<file path="src/hdl/vdt_pkg.sv">
// Shared types and constants of the muon veto dead-time tracker.
package vdt_pkg;

  localparam int HIT_W  = 14;
  localparam int FLAG_W = 16;
  localparam int WIN_W  = 48;
  localparam int SUM_W  = 64;
  localparam int CNT_W  = 32;
  localparam int CFG_W  = 48;
  localparam int CFG_IDX_W = 1;

  localparam int FLAG_MUON_CUT_BIT     = 7;
  localparam int FLAG_FOLLOWER_CUT_BIT = 14;

  localparam logic [HIT_W-1:0] HIT_THR_RST = 14'd3000;
  localparam logic [WIN_W-1:0] WIN_NS_RST  = 48'd20000000000;

  typedef enum logic [CFG_IDX_W-1:0] {
    CFG_HIT_THRESHOLD = 1'b0,
    CFG_VETO_WINDOW   = 1'b1
  } cfg_idx_t;

  typedef struct packed {
    logic             accept;
    logic [CNT_W-1:0] veto_total;
    logic [SUM_W-1:0] pileup_ns;
    logic [SUM_W-1:0] lone_follower_ns;
  } res_t;

  function automatic logic [SUM_W-1:0] sat_add(input logic [SUM_W-1:0] a,
                                               input logic [SUM_W-1:0] b);
    logic [SUM_W:0] s;
    s = {1'b0, a} + {1'b0, b};
    return s[SUM_W] ? {SUM_W{1'b1}} : s[SUM_W-1:0];
  endfunction

endpackage

</file>
<file path="src/hdl/vdt_in_reg.sv">
// Input register stage: holds one event request until the update stage takes it.
module vdt_in_reg #(
  parameter int STAMP_BITS = 43
) (
  input  logic                          clk,
  input  logic                          rst_n,
  input  logic                          in_valid,
  output logic                          in_stall,
  input  logic [STAMP_BITS-1:0]         in_timestamp,
  input  logic [vdt_pkg::HIT_W-1:0]     in_cleaned_hits,
  input  logic [vdt_pkg::FLAG_W-1:0]    in_cleaning_flags,
  output logic                          item_valid,
  input  logic                          item_take,
  output logic [STAMP_BITS-1:0]         item_stamp,
  output logic [vdt_pkg::HIT_W-1:0]     item_hits,
  output logic [vdt_pkg::FLAG_W-1:0]    item_flags
);
  import vdt_pkg::*;

  logic                  valid_r;
  logic                  valid_nxt;
  logic [STAMP_BITS-1:0] stamp_r;
  logic [HIT_W-1:0]      hits_r;
  logic [FLAG_W-1:0]     flags_r;
  logic                  load;

  assign in_stall = valid_r && !item_take;
  assign load     = in_valid && !in_stall;

  always_comb begin
    valid_nxt = valid_r;
    if (load) begin
      valid_nxt = 1'b1;
    end else if (item_take) begin
      valid_nxt = 1'b0;
    end
  end

  always_ff @(posedge clk) begin
    if (!rst_n) begin
      valid_r <= 1'b0;
    end else begin
      valid_r <= valid_nxt;
    end
  end

  always_ff @(posedge clk) begin
    if (load) begin
      stamp_r <= in_timestamp;
      hits_r  <= in_cleaned_hits;
      flags_r <= in_cleaning_flags;
    end
  end

  assign item_valid = valid_r;
  assign item_stamp = stamp_r;
  assign item_hits  = hits_r;
  assign item_flags = flags_r;

endmodule

</file>
<file path="src/hdl/vdt_state.sv">
// Veto and lone-follower window state, config registers and per-event update.
module vdt_state #(
  parameter int STAMP_BITS = 43
) (
  input  logic                            clk,
  input  logic                            rst_n,
  input  logic                            cfg_wr_en,
  input  logic [vdt_pkg::CFG_IDX_W-1:0]   cfg_index,
  input  logic [vdt_pkg::CFG_W-1:0]       cfg_wdata,
  input  logic                            adv,
  input  logic [STAMP_BITS-1:0]           item_stamp,
  input  logic [vdt_pkg::HIT_W-1:0]       item_hits,
  input  logic [vdt_pkg::FLAG_W-1:0]      item_flags,
  output vdt_pkg::res_t                   res
);
  import vdt_pkg::*;

  localparam int PROD_W = STAMP_BITS + 5;
  localparam int EXT_W  = (PROD_W > SUM_W) ? PROD_W : SUM_W + 1;

  logic [HIT_W-1:0]      hit_thr_r;
  logic [WIN_W-1:0]      win_ns_r;

  logic                  veto_open_r, veto_open_nxt;
  logic                  lone_open_r, lone_open_nxt;
  logic [STAMP_BITS-1:0] veto_start_r, veto_start_nxt;
  logic [STAMP_BITS-1:0] lone_start_r, lone_start_nxt;
  logic [SUM_W-1:0]      pileup_r, pileup_nxt;
  logic [SUM_W-1:0]      lone_sum_r, lone_sum_nxt;
  logic [CNT_W-1:0]      veto_cnt_r, veto_cnt_nxt;

  logic                  muon;
  logic                  accept;
  logic [SUM_W-1:0]      el_veto;
  logic [SUM_W-1:0]      el_lone;

  function automatic logic [SUM_W-1:0] elapsed_ns(input logic [STAMP_BITS-1:0] now,
                                                  input logic [STAMP_BITS-1:0] start);
    logic [STAMP_BITS-1:0] d;
    logic [PROD_W-1:0]     p;
    logic [EXT_W-1:0]      e;
    d = now - start;
    // ticks * 20 = ticks * 16 + ticks * 4
    p = PROD_W'({d, 4'b0000}) + PROD_W'({d, 2'b00});
    e = EXT_W'(p);
    return (|e[EXT_W-1:SUM_W]) ? {SUM_W{1'b1}} : e[SUM_W-1:0];
  endfunction

  always_ff @(posedge clk) begin
    if (!rst_n) begin
      hit_thr_r <= HIT_THR_RST;
      win_ns_r  <= WIN_NS_RST;
    end else if (cfg_wr_en) begin
      case (cfg_idx_t'(cfg_index))
        CFG_HIT_THRESHOLD: hit_thr_r <= cfg_wdata[HIT_W-1:0];
        CFG_VETO_WINDOW:   win_ns_r  <= cfg_wdata[WIN_W-1:0];
        default: ;
      endcase
    end
  end

  assign el_veto = elapsed_ns(item_stamp, veto_start_r);
  assign el_lone = elapsed_ns(item_stamp, lone_start_r);
  assign muon    = !item_flags[FLAG_MUON_CUT_BIT] && (item_hits > hit_thr_r);

  always_comb begin
    veto_open_nxt  = veto_open_r;
    lone_open_nxt  = lone_open_r;
    veto_start_nxt = veto_start_r;
    lone_start_nxt = lone_start_r;
    pileup_nxt     = pileup_r;
    lone_sum_nxt   = lone_sum_r;
    veto_cnt_nxt   = veto_cnt_r;
    accept         = 1'b0;
    if (adv) begin
      if (muon) begin
        if (lone_open_r) begin
          lone_sum_nxt  = sat_add(lone_sum_r, el_lone);
          lone_open_nxt = 1'b0;
        end
        if (!veto_open_r) begin
          if (veto_cnt_r != {CNT_W{1'b1}}) begin
            veto_cnt_nxt = veto_cnt_r + CNT_W'(1);
          end
          veto_open_nxt = 1'b1;
        end else begin
          pileup_nxt = sat_add(pileup_r, el_veto);
        end
        veto_start_nxt = item_stamp;
      end else if (veto_open_r && (el_veto < {{(SUM_W-WIN_W){1'b0}}, win_ns_r})) begin
        accept = 1'b0;
      end else begin
        veto_open_nxt = 1'b0;
        if (!item_flags[FLAG_FOLLOWER_CUT_BIT]) begin
          if (lone_open_r) begin
            lone_sum_nxt = sat_add(lone_sum_r, el_lone);
          end
          lone_open_nxt  = 1'b1;
          lone_start_nxt = item_stamp;
        end else begin
          lone_open_nxt = 1'b0;
          accept        = 1'b1;
        end
      end
    end
  end

  always_ff @(posedge clk) begin
    if (!rst_n) begin
      veto_open_r  <= 1'b0;
      lone_open_r  <= 1'b0;
      veto_start_r <= '0;
      lone_start_r <= '0;
      pileup_r     <= '0;
      lone_sum_r   <= '0;
      veto_cnt_r   <= '0;
    end else begin
      veto_open_r  <= veto_open_nxt;
      lone_open_r  <= lone_open_nxt;
      veto_start_r <= veto_start_nxt;
      lone_start_r <= lone_start_nxt;
      pileup_r     <= pileup_nxt;
      lone_sum_r   <= lone_sum_nxt;
      veto_cnt_r   <= veto_cnt_nxt;
    end
  end

  always_comb begin
    res.accept           = accept;
    res.veto_total       = veto_cnt_nxt;
    res.pileup_ns        = pileup_nxt;
    res.lone_follower_ns = lone_sum_nxt;
  end

  a_cnt_mono: assert property (@(posedge clk) disable iff (!rst_n)
    veto_cnt_r >= $past(veto_cnt_r))
    else $error("veto count decreased");

  a_sums_mono: assert property (@(posedge clk) disable iff (!rst_n)
    (pileup_r >= $past(pileup_r)) && (lone_sum_r >= $past(lone_sum_r)))
    else $error("dead-time total decreased");

  a_muon_opens: assert property (@(posedge clk) disable iff (!rst_n)
    (adv && muon) |=> (veto_open_r && !lone_open_r && veto_start_r == $past(item_stamp)))
    else $error("muon event did not open veto window");

  a_accept_closes: assert property (@(posedge clk) disable iff (!rst_n)
    (adv && accept) |=> (!veto_open_r && !lone_open_r))
    else $error("accepted event left a window open");

  a_idle_hold: assert property (@(posedge clk) disable iff (!rst_n)
    !adv |=> ($stable(veto_open_r) && $stable(lone_open_r) && $stable(veto_cnt_r)))
    else $error("state changed without an event");

endmodule

</file>
<file path="src/hdl/vdt_out_reg.sv">
// Result register: holds one result request until the downstream side takes it.
module vdt_out_reg (
  input  logic          clk,
  input  logic          rst_n,
  input  logic          load,
  input  vdt_pkg::res_t res_in,
  output logic          ready,
  output logic          out_valid,
  input  logic          out_stall,
  output vdt_pkg::res_t res_out
);
  import vdt_pkg::*;

  logic valid_r;
  logic valid_nxt;
  res_t res_r;

  assign ready = !valid_r || !out_stall;

  always_comb begin
    valid_nxt = valid_r;
    if (load) begin
      valid_nxt = 1'b1;
    end else if (!out_stall) begin
      valid_nxt = 1'b0;
    end
  end

  always_ff @(posedge clk) begin
    if (!rst_n) begin
      valid_r <= 1'b0;
    end else begin
      valid_r <= valid_nxt;
    end
  end

  always_ff @(posedge clk) begin
    if (load) begin
      res_r <= res_in;
    end
  end

  assign out_valid = valid_r;
  assign res_out   = res_r;

endmodule

</file>
<file path="src/hdl/muon_veto_deadtime_tracker_top.sv">
// Top level of the muon veto and dead-time tracker.
// Each event request passes an input register, the window and total update, and
// a result register, so one event is taken per clock while out_stall is low; its
// result is presented on out_valid from the result register, which loads when the
// update stage takes the event from the input register. The update reads and
// writes the veto and lone-follower state for every event.
// A result waiting on out_stall stalls the update stage, and the input side
// stalls once its register is also full. Configuration writes (index 0: hit
// threshold, index 1: veto window in ns) take effect on the next clock and
// should only be issued while no event is in flight.
module muon_veto_deadtime_tracker_top #(
  parameter int STAMP_BITS = 43
) (
  input  logic                          clk,
  input  logic                          rst_n,
  input  logic                          cfg_wr_en,
  input  logic [vdt_pkg::CFG_IDX_W-1:0] cfg_index,
  input  logic [vdt_pkg::CFG_W-1:0]     cfg_wdata,
  input  logic                          in_valid,
  output logic                          in_stall,
  input  logic [STAMP_BITS-1:0]         in_timestamp,
  input  logic [vdt_pkg::HIT_W-1:0]     in_cleaned_hits,
  input  logic [vdt_pkg::FLAG_W-1:0]    in_cleaning_flags,
  output logic                          out_valid,
  input  logic                          out_stall,
  output logic                          out_accept,
  output logic [vdt_pkg::CNT_W-1:0]     out_veto_total,
  output logic [vdt_pkg::SUM_W-1:0]     out_pileup_ns,
  output logic [vdt_pkg::SUM_W-1:0]     out_lone_follower_ns
);
  import vdt_pkg::*;

  logic                  item_valid;
  logic                  out_ready;
  logic                  adv;
  logic [STAMP_BITS-1:0] item_stamp;
  logic [HIT_W-1:0]      item_hits;
  logic [FLAG_W-1:0]     item_flags;
  res_t                  res;
  res_t                  res_q;

  assign adv = item_valid && out_ready;

  vdt_in_reg #(.STAMP_BITS(STAMP_BITS)) u_in_reg (
    .clk              (clk),
    .rst_n            (rst_n),
    .in_valid         (in_valid),
    .in_stall         (in_stall),
    .in_timestamp     (in_timestamp),
    .in_cleaned_hits  (in_cleaned_hits),
    .in_cleaning_flags(in_cleaning_flags),
    .item_valid       (item_valid),
    .item_take        (adv),
    .item_stamp       (item_stamp),
    .item_hits        (item_hits),
    .item_flags       (item_flags)
  );

  vdt_state #(.STAMP_BITS(STAMP_BITS)) u_state (
    .clk       (clk),
    .rst_n     (rst_n),
    .cfg_wr_en (cfg_wr_en),
    .cfg_index (cfg_index),
    .cfg_wdata (cfg_wdata),
    .adv       (adv),
    .item_stamp(item_stamp),
    .item_hits (item_hits),
    .item_flags(item_flags),
    .res       (res)
  );

  vdt_out_reg u_out_reg (
    .clk      (clk),
    .rst_n    (rst_n),
    .load     (adv),
    .res_in   (res),
    .ready    (out_ready),
    .out_valid(out_valid),
    .out_stall(out_stall),
    .res_out  (res_q)
  );

  assign out_accept           = res_q.accept;
  assign out_veto_total       = res_q.veto_total;
  assign out_pileup_ns        = res_q.pileup_ns;
  assign out_lone_follower_ns = res_q.lone_follower_ns;

endmodule
</file>
<file path="config.mk">
export PLATFORM = sky130hd
export DESIGN_NAME = muon_veto_deadtime_tracker_top
export DESIGN_NICKNAME = d
export VERILOG_FILES = /design/src/hdl/vdt_pkg.sv /design/src/hdl/vdt_in_reg.sv /design/src/hdl/vdt_state.sv /design/src/hdl/vdt_out_reg.sv /design/src/hdl/muon_veto_deadtime_tracker_top.sv
export SDC_FILE = /design/constraint.sdc
export NUM_CORES = 1
export LEC_CHECK = 0
export BUFFER_PORTS_ARGS = -buffer_cell sky130_fd_sc_hd__buf_2
export CAP_MARGIN = 10
export CORE_ASPECT_RATIO = 2
export CORE_MARGIN = 5
export CORE_UTILIZATION = 61
export DETAILED_ROUTE_END_ITERATION = 8
export MAX_ROUTING_LAYER = met4
export PLACE_DENSITY = 0.91
export SLEW_MARGIN = 0
export SYNTH_ARGS = -nofsm -noshare
export SYNTH_HDL_FRONTEND = slang
export SYNTH_SLANG_ARGS = --single-unit
</file>
<file path="constraint.sdc">
create_clock -name clk -period 19.8 [get_ports clk]
set_clock_uncertainty 0.05 [all_clocks]
set_input_delay 2.97 -clock clk [delete_from_list [all_inputs] [get_ports clk]]
set_output_delay 2.97 -clock clk [all_outputs]
set_load 0.1 [all_outputs]
</file>
==> results.yml <==
clock_tree:
  cts-resized-gates: 0
  cts_setup_buffers: 0
  cts_buffer_depth: 3
  cts-root-buf: "clkbuf_16"
  htree_num_levels: 2
  insertion_delay_ps: 610
  cts_tree: "yes"
  clock-sinks: 532
  cts_buffers: 47
  hold_buffers: 0
  clk_pin_slew_ps: 70
logic_synthesis:
  synth-seq-cells: 532
  synth.most_common_cell: "nand2_1"
  async_reset_ff_share_pct: 0
  avgSynthCellArea_um2: 9.11
  synth_top_area_share_pct: 20.0
  ys_seq_area_share_pct: 38.8
  synth-edff-count: 220
  synth_fp_nets: 4092
  yosys-top-cells-area: "edfxtp_1 (20%), dfxtp_1 (19%), ha_1 (11%), a21oi_1 (5.9%), nand2_1 (4.6%)"
  syn_inst: 3633
  netlist_area_um2: 33100
  synth_flop_cell: "dfxtp_1"
  synth_warnings: 0
  yosysUniqueCellTypes: 87
  synth_common_cells: "nand2_1 (410), a21oi_1 (388), dfxtp_1 (312)"
  yosysTopAreaCell: "edfxtp_1"
critical_path:
  crit_fanout: 42
  end_kind: "flop"
  slowest_stage: "nand4_1"
  critPathKind: "reg -> reg"
  rr_startpoint: "u_in_reg.item_stamp[0]$_DFFE_PP_"
  cp.arrival_ps: 10430
  critical-path-max-stage-delay_ps: 670
  crit_top_cell: "o21ai_0"
  start_kind: "flop"
  cp.required_ps: 20280
  startpoint: "u_in_reg.item_stamp[0]$_DFFE_PP_"
place:
  routabilityCongestion: 0.967
  dp_hpwl_um: 68500
  place_ws_ps: 10070
  port_buffers: 275
  dpl-instance-area_um2: 35000
floorplan:
  die_h_um: 339
  initial_core_util_pct: 61.8
  die_area_um2: 59300
  rows: 120
  core-area_um2: 53600
  die_w_um: 175
  num_io_pins: 290
power:
  p_per_area_nw_per_um2: 101
  ir_worst_vdd_mv: 0.0840
  p_leak_nw: 15.5
sta:
  maxSlewViolCount: 0
  tightest_slew_ps: 1130
  max_slew_margin_pct: 24.7
  setup-violations-final: 0
  final.setup.worst_slack_ps: 9850
  period_share_pct: 50.2
  fmax_mhz: 101
  finalSetupTns_ps: 0
  final-hold-violation-count: 0
  rsz0062_at_grt: "no"
  min_period_ps: 9950
  holdWs_ps: 403
status:
  status: "finished, final reports clean"
layout:
  nNetsFinal: 4306
  area_delta_synth_final_pct: 10.5
  drive_above_1_share_pct: 11.0
  final_area_um2: 36600
drt:
  avgRoutedWirePerCell_um: 19.6
  drt_pre_antenna_iters: 5
  vias: 27600
  drtIter0Drc: 1619
  drc_errors: 0
  drt-total-wl_um: 89400
  drtAntennaViolNets: 0
  via_per_inst: 6.04
global_routing:
  grt_pass1_wl_um: 140000
  grt_antenna_before_repair: 8
  grt_max_degree: 107
  grt_usage_pct: 29.8
  globalRouteOverflowTotal: 0
  grt_pass1_vias: 27800
worst_hold_path:
  holdCritStartpoint: "u_state.veto_start_r[23]$_SDFFE_PN0P_"
  hp-class: "reg -> reg"
run:
  maxCapViolCount: 0
-- power breakdown --
part	leakage [nW]	internal, mW	switching [mW]	total (mW)
combinational	10.2	0.576	0.984	1.56
sequential	4.59	1.18	0.0220	1.20
clock	0.734	0.491	0.438	0.929
total	15.5	2.25	1.44	3.69
-- flip-flops by register name, summed over array words and instances, names as in the netlist --
signal                flops
u_in_reg.item_flags       2
u_in_reg.item_hits       14
u_in_reg.item_stamp      43
u_in_reg.item_valid       1
u_out_reg.out_valid       1
u_out_reg.res_out       161
u_state.hit_thr_r        14
u_state.lone_open_r       1
u_state.lone_start_r     43
u_state.lone_sum_r       64
u_state.pileup_r         64
u_state.veto_cnt_r       32
u_state.veto_open_r       1
u_state.veto_start_r     43
u_state.win_ns_r         48
-- layout make-up --
cell class	count	area [µm²]
inverters	220	828
fillers	4176	17000
multi-input cells	2749	19000
flip-flops and latches	532	12900
clock inverters	32	293
repair buffers	297	1560
diodes	8	20.0
clock buffers	55	1230
well taps	671	840
-- per-layer routing --
layer / global-route usage, % / vias to the layer above / part of all wire, %
li1: - / 13400 / -
met1: 30.5 / 12900 / 37
met2: 53.1 / 926 / 51
met4: 20.0 / 0 / 7.9
met5: - / - / 0
met3: 3.23 / 339 / 4.6
-- cells by family (layout without fill, tap and decap cells) --
group | Yosys count | count (layout) | share of synthesized area (%)
compound gates | 993 | 993 | 19.2
xor+xnor | 245 | 245 | 6.55
fa+ha+maj | 332 | 332 | 13.6
buf+inv | 352 | 604 | 4.01
flops | 532 | 532 | 38.8
mux | 58 | 58 | 1.79
other cells | 0 | 8 | 0
simple gates | 1121 | 1121 | 16.1
-- placed cells by master, fill, tap and decap left out, types with 30 or more instances in the layout --
cell type	n
a21o_1	143
a21oi_1	388
a31oi_1	56
and2_1	147
and3_1	30
buf_2	274
clkbuf_16	47
dfxtp_1	312
edfxtp_1	220
fa_1	46
ha_1	286
inv_1	219
mux2i_1	48
nand2_1	410
nand2b_1	34
nand3_1	64
nand4_1	64
nor2_1	244
nor3_1	42
o211ai_1	32
o21a_1	39
o21ai_0	119
o21bai_1	40
xnor2_1	151
xor2_1	92
-- path summary, 6_finish.rpt --
path | to | slack (ps) | depth (start not counted)
max | u_state.lone_sum_r[39]$_SDFF_PN0_ | 9850 | 36
min reg2reg | u_state.veto_start_r[23]$_SDFFE_PN0P_ | 400 | 2
max reg2reg | u_state.lone_sum_r[39]$_SDFF_PN0_ | 9850 | 36
min | u_state.veto_start_r[23]$_SDFFE_PN0P_ | 400 | 2
-- through the flow --
stage	power [mW]	instances	util, %
floorplan	2.43	3633	-
global placement	2.73	4469	65.4
detailed placement	2.75	4469	65.4
CTS	3.69	4556	68.2
global route	3.90	4564	68.2
finish	3.69	4564	68.2
-- worst max-delay path: cells and delay by family (launching register included) --
kind,cells,cell delay (ps)
AOI/OAI and AO/OA,18,4640
and+or+nand+nor,9,2250
adders and majority gates,4,1320
buffers and inverters,3,690
DFF,1,440
xor gates and xnor gates,2,400
Note: power is estimated with default switching activity, not from simulation.
